File: config.mk
export PLATFORM = sky130hd
export DESIGN_NAME = binary_erosion_3x3
export DESIGN_NICKNAME = d
export VERILOG_FILES = /design/src/design/bero_pkg.sv /design/src/design/bero_cell.sv /design/src/design/bero_chain.sv /design/src/design/bero_window.sv /design/src/design/binary_erosion_3x3.sv
export SDC_FILE = /design/constraint.sdc
export NUM_CORES = 2
export LEC_CHECK = 0
export BUFFER_PORTS_ARGS = -buffer_cell sky130_fd_sc_hd__buf_2
export CAP_MARGIN = 15
export CORE_UTILIZATION = 40
export DETAILED_ROUTE_END_ITERATION = 10
export SYNTH_ARGS = -nofsm -noshare
export SYNTH_HDL_FRONTEND = slang
export SYNTH_SLANG_ARGS = --single-unit
File: constraint.sdc
create_clock -name clk -period 234.4 [get_ports clk]
set_input_delay 70.32 -clock clk [delete_from_list [all_inputs] [get_ports clk]]
set_output_delay 70.32 -clock clk [all_outputs]
set_load 0.02 [all_outputs]
File: src/design/bero_pkg.sv
package bero_pkg;

  // Default frame limits and the size that reset loads into both registers.
  localparam int DEFAULT_MAX_WIDTH  = 1024;
  localparam int DEFAULT_MAX_HEIGHT = 1024;
  localparam int RESET_SIZE         = 1024;

  // Fixed widths of the configuration port and of the stream payloads.
  localparam int CFG_DATA_BITS  = 11;
  localparam int CFG_INDEX_BITS = 1;
  localparam int COORD_BITS     = 10;
  localparam int IN_TDATA_BITS  = 8;
  localparam int OUT_TDATA_BITS = 24;
  localparam int OUT_PAD_BITS   = OUT_TDATA_BITS - 2 * COORD_BITS - 1;

  // Configuration register indexes.
  typedef enum logic [CFG_INDEX_BITS-1:0] {
    REG_IMAGE_WIDTH  = 1'b0,
    REG_IMAGE_HEIGHT = 1'b1
  } cfg_reg_t;

  // Two line-delay bits carried by one chain cell: newer is one row back,
  // older is two rows back.
  typedef struct packed {
    logic older;
    logic newer;
  } pair_t;

  // Which sides of the window lie inside the frame.
  typedef struct packed {
    logic top_ok;
    logic bot_ok;
    logic left_ok;
    logic right_ok;
  } edge_mask_t;

  // One result transaction.
  typedef struct packed {
    logic                  last;
    logic [COORD_BITS-1:0] col;
    logic [COORD_BITS-1:0] row;
    logic                  eroded;
  } result_t;

endpackage

File: src/design/bero_cell.sv
module bero_cell (
  input  logic               clk,
  input  logic               shift_en,
  input  logic               entry,
  input  bero_pkg::pair_t    entry_data,
  input  bero_pkg::pair_t    prev_data,
  output bero_pkg::pair_t    data_q
);

  bero_pkg::pair_t data_r;
  bero_pkg::pair_t data_nxt;

  // On a shift, the entry cell loads the new bits, every other cell takes its neighbor's.
  always_comb begin
    data_nxt = data_r;
    if (shift_en) begin
      data_nxt = entry ? entry_data : prev_data;
    end
  end

  always_ff @(posedge clk) begin
    data_r <= data_nxt;
  end

  assign data_q = data_r;

endmodule

File: src/design/bero_chain.sv
module bero_chain #(
  parameter int MAX_WIDTH = bero_pkg::DEFAULT_MAX_WIDTH
) (
  input  logic                             clk,
  input  logic                             shift_en,
  input  logic [$clog2(MAX_WIDTH+1)-1:0]   width,
  input  logic                             pixel,
  output bero_pkg::pair_t                  tail
);

  localparam int WW = $clog2(MAX_WIDTH + 1);

  bero_pkg::pair_t cell_q [MAX_WIDTH];
  bero_pkg::pair_t entry_data;

  // New pixel enters the one-row delay; the one-row tail enters the second.
  assign entry_data.newer = pixel;
  assign entry_data.older = cell_q[MAX_WIDTH-1].newer;

  // Data enters at cell MAX_WIDTH - width, so it leaves the last cell after
  // exactly width shifts.
  for (genvar i = 0; i < MAX_WIDTH; i++) begin : g_cell
    bero_pkg::pair_t prev_data;
    logic            entry;

    if (i == 0) begin : g_head
      assign prev_data = '1;
    end else begin : g_body
      assign prev_data = cell_q[i-1];
    end

    assign entry = (width == WW'(MAX_WIDTH - i));

    bero_cell u_cell (
      .clk        (clk),
      .shift_en   (shift_en),
      .entry      (entry),
      .entry_data (entry_data),
      .prev_data  (prev_data),
      .data_q     (cell_q[i])
    );
  end

  assign tail = cell_q[MAX_WIDTH-1];

endmodule

File: src/design/bero_window.sv
module bero_window (
  input  logic                   clk,
  input  logic                   shift_en,
  input  logic                   pixel,
  input  bero_pkg::pair_t        tail,
  input  bero_pkg::edge_mask_t   mask,
  output logic                   eroded
);

  // Two older columns of the 3x3 window; the newest column comes from the
  // current pixel and the line-delay tails.
  logic bot1_r, bot2_r, mid1_r, mid2_r, top1_r, top2_r;

  always_ff @(posedge clk) begin
    if (shift_en) begin
      bot1_r <= pixel;
      bot2_r <= bot1_r;
      mid1_r <= tail.newer;
      mid2_r <= mid1_r;
      top1_r <= tail.older;
      top2_r <= top1_r;
    end
  end

  // Neighbors outside the frame count as set.
  always_comb begin
    logic t_out, b_out, l_out, r_out;
    t_out  = !mask.top_ok;
    b_out  = !mask.bot_ok;
    l_out  = !mask.left_ok;
    r_out  = !mask.right_ok;
    eroded = mid1_r
           & (top1_r | t_out) & (bot1_r | b_out)
           & (mid2_r | l_out) & (tail.newer | r_out)
           & (top2_r | t_out | l_out) & (tail.older | t_out | r_out)
           & (bot2_r | b_out | l_out) & (pixel | b_out | r_out);
  end

endmodule

File: src/design/binary_erosion_3x3.sv
// Each result is registered onto out_tvalid from the transaction that completes
// its 3x3 neighborhood (one row plus one pixel later in the stream).
// Throughput: one input transaction per cycle while in_tready is high, set by the
// line-delay cell chain that shifts once per pixel. Single-row frames and 2x1
// frames hold input at frame end while the window catches up.
// Reset (rst_n low, synchronous): counters cleared, sizes 1024 or the limit if less.
module binary_erosion_3x3 #(
  parameter int MAX_WIDTH  = bero_pkg::DEFAULT_MAX_WIDTH,
  parameter int MAX_HEIGHT = bero_pkg::DEFAULT_MAX_HEIGHT
) (
  input  logic                                clk,
  input  logic                                rst_n,
  // Configuration write port.
  input  logic                                cfg_we,
  input  logic [bero_pkg::CFG_INDEX_BITS-1:0] cfg_index,
  input  logic [bero_pkg::CFG_DATA_BITS-1:0]  cfg_wdata,
  // Input stream.
  input  logic                                in_tvalid,
  output logic                                in_tready,
  input  logic [bero_pkg::IN_TDATA_BITS-1:0]  in_tdata,  // [0] pixel_in
  input  logic                                in_tuser,  // [0] drain
  // Result stream.
  output logic                                out_tvalid,
  input  logic                                out_tready,
  output logic [bero_pkg::OUT_TDATA_BITS-1:0] out_tdata, // [0] eroded_pixel,
                                                         // [10:1] out_row,
                                                         // [20:11] out_col
  output logic                                out_tlast  // frame_last
);

  localparam int WW = $clog2(MAX_WIDTH + 1);
  localparam int HW = $clog2(MAX_HEIGHT + 1);
  localparam int CW = $clog2(MAX_WIDTH);
  localparam int RW = $clog2(MAX_HEIGHT);
  localparam int LW = $clog2(MAX_WIDTH + 2);
  localparam int RESET_W = (bero_pkg::RESET_SIZE > MAX_WIDTH) ? MAX_WIDTH
                                                               : bero_pkg::RESET_SIZE;
  localparam int RESET_H = (bero_pkg::RESET_SIZE > MAX_HEIGHT) ? MAX_HEIGHT
                                                                : bero_pkg::RESET_SIZE;

  logic [WW-1:0] w_r, w_nxt;
  logic [HW-1:0] h_r, h_nxt;
  logic [CW-1:0] pcol_r, pcol_nxt;
  logic [HW-1:0] prow_r, prow_nxt;
  logic [CW-1:0] rcol_r, rcol_nxt;
  logic [RW-1:0] rrow_r, rrow_nxt;
  logic [LW-1:0] lead_r, lead_nxt;
  logic          catchup_r, catchup_nxt;

  logic              out_valid_r, out_valid_nxt;
  logic              skid_valid_r, skid_valid_nxt;
  bero_pkg::result_t out_data_r, out_data_nxt;
  bero_pkg::result_t skid_data_r, skid_data_nxt;

  logic [31:0]          cfg_val;
  logic [WW-1:0]        w_cfg;
  logic [HW-1:0]        h_cfg;
  logic [WW-1:0]        w_m1;
  logic [HW-1:0]        h_m1;
  logic                 in_acc;
  logic                 done;
  logic                 real_push;
  logic                 push;
  logic                 lead_full;
  logic                 emit;
  logic                 res_last;
  logic                 frame_fill;
  logic                 win_pixel;
  logic                 eroded;
  bero_pkg::pair_t      tail;
  bero_pkg::edge_mask_t mask;
  bero_pkg::result_t    res;

  // Register values: zero acts as one, anything above the limit as the limit.
  assign cfg_val = 32'(cfg_wdata);
  assign w_cfg   = (cfg_val == 32'd0) ? WW'(1) :
                   (cfg_val > 32'(MAX_WIDTH)) ? WW'(MAX_WIDTH) : WW'(cfg_val);
  assign h_cfg   = (cfg_val == 32'd0) ? HW'(1) :
                   (cfg_val > 32'(MAX_HEIGHT)) ? HW'(MAX_HEIGHT) : HW'(cfg_val);

  assign w_m1 = w_r - WW'(1);
  assign h_m1 = h_r - HW'(1);

  // Input is held while the skid stage is full or the window catches up.
  assign in_tready = !skid_valid_r && !catchup_r;
  assign in_acc    = in_tvalid && in_tready;
  assign done      = (prow_r == h_r);

  // A push advances the window: a real pixel, or a filler once the frame is in.
  assign real_push  = in_acc && !in_tuser && !done;
  assign push       = real_push || (in_acc && done) || (catchup_r && !skid_valid_r);
  assign lead_full  = (lead_r == LW'(w_r) + LW'(1));
  assign emit       = push && lead_full;
  assign res_last   = (HW'(rrow_r) == h_m1) && (WW'(rcol_r) == w_m1);
  assign frame_fill = real_push && (WW'(pcol_r) == w_m1) && (prow_r == h_m1);
  assign win_pixel  = real_push ? in_tdata[0] : 1'b1;

  // Frame edges seen from the result pixel.
  assign mask.top_ok   = (rrow_r != '0);
  assign mask.bot_ok   = (HW'(rrow_r) != h_m1);
  assign mask.left_ok  = (rcol_r != '0);
  assign mask.right_ok = (WW'(rcol_r) != w_m1);

  bero_chain #(
    .MAX_WIDTH (MAX_WIDTH)
  ) u_chain (
    .clk      (clk),
    .shift_en (push),
    .width    (w_r),
    .pixel    (win_pixel),
    .tail     (tail)
  );

  bero_window u_window (
    .clk      (clk),
    .shift_en (push),
    .pixel    (win_pixel),
    .tail     (tail),
    .mask     (mask),
    .eroded   (eroded)
  );

  assign res.eroded = eroded;
  assign res.row    = bero_pkg::COORD_BITS'(rrow_r);
  assign res.col    = bero_pkg::COORD_BITS'(rcol_r);
  assign res.last   = res_last;

  // Size registers, frame position counters and the catch-up flag.
  always_comb begin
    w_nxt       = w_r;
    h_nxt       = h_r;
    pcol_nxt    = pcol_r;
    prow_nxt    = prow_r;
    rcol_nxt    = rcol_r;
    rrow_nxt    = rrow_r;
    lead_nxt    = lead_r;
    catchup_nxt = catchup_r;
    if (cfg_we) begin
      unique case (bero_pkg::cfg_reg_t'(cfg_index))
        bero_pkg::REG_IMAGE_WIDTH:  w_nxt = w_cfg;
        bero_pkg::REG_IMAGE_HEIGHT: h_nxt = h_cfg;
      endcase
      pcol_nxt    = '0;
      prow_nxt    = '0;
      rcol_nxt    = '0;
      rrow_nxt    = '0;
      lead_nxt    = '0;
      catchup_nxt = 1'b0;
    end else begin
      if (real_push) begin
        if (WW'(pcol_r) == w_m1) begin
          pcol_nxt = '0;
          prow_nxt = prow_r + HW'(1);
        end else begin
          pcol_nxt = pcol_r + CW'(1);
        end
      end
      if (push && !lead_full) begin
        lead_nxt = lead_r + LW'(1);
      end
      if (frame_fill && !emit) begin
        catchup_nxt = 1'b1;
      end
      if (emit) begin
        catchup_nxt = 1'b0;
        if (res_last) begin
          pcol_nxt = '0;
          prow_nxt = '0;
          rcol_nxt = '0;
          rrow_nxt = '0;
          lead_nxt = '0;
        end else if (WW'(rcol_r) == w_m1) begin
          rcol_nxt = '0;
          rrow_nxt = rrow_r + RW'(1);
        end else begin
          rcol_nxt = rcol_r + CW'(1);
        end
      end
    end
  end

  // Output register with a skid stage behind it.
  always_comb begin
    out_valid_nxt  = out_valid_r;
    skid_valid_nxt = skid_valid_r;
    out_data_nxt   = out_data_r;
    skid_data_nxt  = skid_data_r;
    if (!out_valid_r || out_tready) begin
      if (skid_valid_r) begin
        out_valid_nxt  = 1'b1;
        out_data_nxt   = skid_data_r;
        skid_valid_nxt = 1'b0;
      end else begin
        out_valid_nxt = emit;
        out_data_nxt  = res;
      end
    end else if (emit) begin
      skid_valid_nxt = 1'b1;
      skid_data_nxt  = res;
    end
  end

  always_ff @(posedge clk) begin
    if (!rst_n) begin
      w_r          <= WW'(RESET_W);
      h_r          <= HW'(RESET_H);
      pcol_r       <= '0;
      prow_r       <= '0;
      rcol_r       <= '0;
      rrow_r       <= '0;
      lead_r       <= '0;
      catchup_r    <= 1'b0;
      out_valid_r  <= 1'b0;
      skid_valid_r <= 1'b0;
    end else begin
      w_r          <= w_nxt;
      h_r          <= h_nxt;
      pcol_r       <= pcol_nxt;
      prow_r       <= prow_nxt;
      rcol_r       <= rcol_nxt;
      rrow_r       <= rrow_nxt;
      lead_r       <= lead_nxt;
      catchup_r    <= catchup_nxt;
      out_valid_r  <= out_valid_nxt;
      skid_valid_r <= skid_valid_nxt;
    end
  end

  always_ff @(posedge clk) begin
    out_data_r  <= out_data_nxt;
    skid_data_r <= skid_data_nxt;
  end

  assign out_tvalid = out_valid_r;
  assign out_tlast  = out_data_r.last;
  assign out_tdata  = {{bero_pkg::OUT_PAD_BITS{1'b0}}, out_data_r.col,
                       out_data_r.row, out_data_r.eroded};

  // The skid stage only fills behind a waiting output register.
  a_skid_behind_out: assert property (@(posedge clk) disable iff (!rst_n)
    skid_valid_r |-> out_valid_r)
    else $error("skid stage holds a result while the output register is empty");

  // Catch-up happens only once the whole frame is in.
  a_catchup_done: assert property (@(posedge clk) disable iff (!rst_n)
    catchup_r |-> (prow_r == h_r))
    else $error("window catch-up outside the end of a frame");

  // The window never runs more than one row plus one pixel ahead of results.
  a_lead_bound: assert property (@(posedge clk) disable iff (!rst_n)
    lead_r <= LW'(w_r) + LW'(1))
    else $error("window lead exceeds one row plus one pixel");

  // The final result of a frame returns all counters to the frame start.
  a_frame_restart: assert property (@(posedge clk) disable iff (!rst_n)
    (emit && res_last) |=> (prow_r == '0 && pcol_r == '0 && rrow_r == '0 &&
                            rcol_r == '0 && lead_r == '0))
    else $error("counters not cleared after the last result of a frame");

endmodule
==> results.cfg <==
[run_status]
status = complete, no violations

[cells_and_area]
drive_gt1_share_pct = 20.09
num-nets-final = 7552
final_common_cell = edfxtp_1
mostFrequentLayoutCells = edfxtp_1, nand2_1, mux2_2
syn_to_final_growth_pct = 10.59
antenna_cells = 0

[worst_setup_path]
required_ns = 234.83
r2r_end = u_chain.g_cell[279].u_cell.data_q[0]
r2r_cells = 9
crit_arrival_ns = 75.67
path_max_fanout = 193
start_kind = input pin
reg2reg_from = h_r[9]
path_class = input pin to flop
ff2ff_setup_slack_ns = 227.53
cp-end-kind = flop
endpoint = u_chain.g_cell[279].u_cell.data_q[0]
crit_start = in_tvalid

[yosys]
ys_types = 74
synth-seq-cells = 2175
syn-cell-area_mm2 = 0.09575
synthCells = 7586
synth_top_flop_cell = edfxtp_1
yosys_warnings = 0
seq_area_frac_synth_pct = 67.41
synth_edf_count = 2098
avgSynthCellArea_um2 = 12.62
ys_async_sr_fraction_pct = 0

[die]
core_mm2 = 0.2379
pin_count = 53
rows = 179
start_util_pct = 40.26
dieHeight_um = 491.3
dieArea_mm2 = 0.2413
die_x_um = 491.3

[clocking]
htree_levels = 4
cts-resized-gates = 0
insertion_delay_ns = 0.84
holdBufCountCts = 0
clkTransAtPathRegs_ns = 0.06
tritoncts = done
cts_buffer_depth = 3
ctsRootBufferMaster = clkbuf_16
cts_setup_buffers = 0
cts_buffers = 213
cts_sinks = 2175

[sta]
rsz0062_at_grt = no
post-route-period-util_pct = 32.10
relSlewSlack_pct = 16.55
fmax_ghz = 0.01329
fin_crit_ns = 75.24
tightest_slew_ns = 1.250
finalHoldViolCount = 0
setup_viol = 0
skew_ns = 0.03172
maxSlewViolCount = 0
final.setup.tns_ns = 0

[pwr]
power.switching_w = 0.0001852
ir_drop_uv = 6.500
p_leak_nw = 35.03
p_int_w = 0.0006462
pwr-share-seq_pct = 55.1
p_clk_share_pct = 39.8
p_per_area_mw_per_mm2 = 7.851
combinationalPowerShare_pct = 5.0
swShare_pct = 22.27
p_total_w = 0.0008314

[global_routing]
track_usage_pct = 19.80
grt_pass1_wl_um = 364300
grt_max_degree = 208
grt_overflow = 0
first_global_vias = 56670
antenna_found_initial = 10

[placement]
gp_congestion = 0.8312
port_buffers = 42
hpwl_um = 136800

[drt]
via_per_inst = 5.463
routedWlPerCell_um = 22.42
dr.pass1.iters = 6
num_vias = 59330
drt_first_iter_violations = 6388
drtAntennaViolNets = 0
wirelength_um = 243400
drc = 0

[worst_hold_path]
whs_path_depth = 0
min_path_type = flop to flop

[job]
cap_violations = 0
[final cells by class]
| type | count | area (um2) |
|---|---|---|
| multi-input combinational | 4927 | 29470 |
| tap | 3167 | 3963 |
| clock inverter | 123 | 917.1 |
| sequential | 2175 | 64540 |
| fill | 21430 | 132000 |
| inverter | 24 | 97.59 |
| timing repair buffer | 172 | 1284 |
| clock buffer | 271 | 5622 |
[synth_stat cells (all sizes together), types with 10 or more instances]
master / n / area (um2)
edfxtp: 2098 / 63000
nand2: 1453 / 5454
mux2: 1039 / 11700
nor2: 845 / 3172
o21ai: 693 / 3468
clkbuf: 432 / 1622
a21oi: 420 / 2102
dfxtp: 77 / 1541
nand3: 65 / 325.3
xnor2: 49 / 429.2
nor3: 32 / 160.2
buf: 30 / 150.1
xor2: 29 / 254.0
or4: 24 / 183.9
inv: 23 / 86.33
nor2b: 23 / 143.9
o31ai: 22 / 165.2
and3: 21 / 131.4
nor4: 20 / 131.4
nand4: 18 / 112.6
and2: 17 / 106.4
or3: 16 / 100.1
ha: 13 / 162.7
nand3b: 13 / 97.59
nor3b: 13 / 97.59
a21boi: 11 / 82.58
a31oi: 10 / 62.56
[power groups by stage]
| stage | registers (W) | clock network, W | logic [W] |
|---|---|---|---|
| floorplan | 0.000511 | 0 | 0.0000300 |
| global placement | 0.000466 | 0 | 0.0000412 |
| detailed placement | 0.000466 | 0 | 0.0000420 |
| CTS | 0.000458 | 0.000337 | 0.0000424 |
| global route | 0.000460 | 0.000351 | 0.0000464 |
| finish | 0.000458 | 0.000331 | 0.0000419 |
[worst min-delay path by stage]
stage                     slack (ns)              end       startpoint
after floorplan                 0.41  skid_data_r[15]        rcol_r[4]
after global placement          0.43  u_window.bot2_r  u_window.bot1_r
after detailed placement        0.44  u_window.bot2_r  u_window.bot1_r
after CTS                       0.45  u_window.bot2_r  u_window.bot1_r
after global routing            0.46  u_window.bot2_r  u_window.bot1_r
final                           0.46  u_window.bot2_r  u_window.bot1_r
[routing by layer]
| metal | vias up | global-route usage (%) | wire length [um] |
|---|---|---|---|
| met1 | 29810 | 29.53 | 111500 |
| met2 | 1786 | 30.14 | 110200 |
| met4 | 4 | 4.299 | 4618 |
| li1 | 27430 | - | - |
| met3 | 298 | 3.321 | 17050 |
| met5 | - | 0 | 31 |
[sequential cells by signal, indices dropped and copies added, names as in the netlist, 10 cells and up]
| name | flops |
|---|---|
| h_r | 11 |
| skid_data_r | 22 |
| rrow_r | 10 |
| pcol_r | 10 |
| rcol_r | 10 |
| prow_r | 11 |
| u_chain.g_cell.u_cell.data_q | 2048 |
| out_tdata | 21 |
| w_r | 11 |
| lead_r | 11 |
[metrics by stage]
stage                     util, %  instance area (um2)  hold WS (ns)  worst slack [ns]  instances
final                       44.52               105900        0.4556            159.16      10860
after global routing        44.52               105900        0.4620            158.75      10860
after CTS                   44.50               105800        0.4490            159.20      10850
after detailed placement    41.75                99300        0.4394            158.33      10460
after global placement      41.74                99280        0.4287            158.43      10460
after floorplan                 -                95760        0.4064            110.83       7588
[kinds of logic (layout without fill, tap and decap cells)]
kind of cell / after synthesis / after routing / synth area share, %
flip-flops: 2175 / 2175 / 67.41
adder cells (fa/ha/maj): 13 / 13 / 0.1699
multiplexers: 1042 / 1042 / 12.25
buffers and inverters: 486 / 590 / 1.944
AO/OA/AOI/OAI: 1197 / 1197 / 6.530
XOR/XNOR: 80 / 80 / 0.7618
AND/OR/NAND/NOR: 2592 / 2592 / 10.93
other: 1 / 3 / 0.003916
[critical path, cell delays in order]
cell     delay [ns]
buf_2          0.10
nor2b_1        0.17
a31oi_1        0.34
inv_8          0.78
buf_12         0.67
buf_4          0.90
buf_4          0.88
buf_4          1.00
No activity file was read; power rests on OpenSTA's default activity.
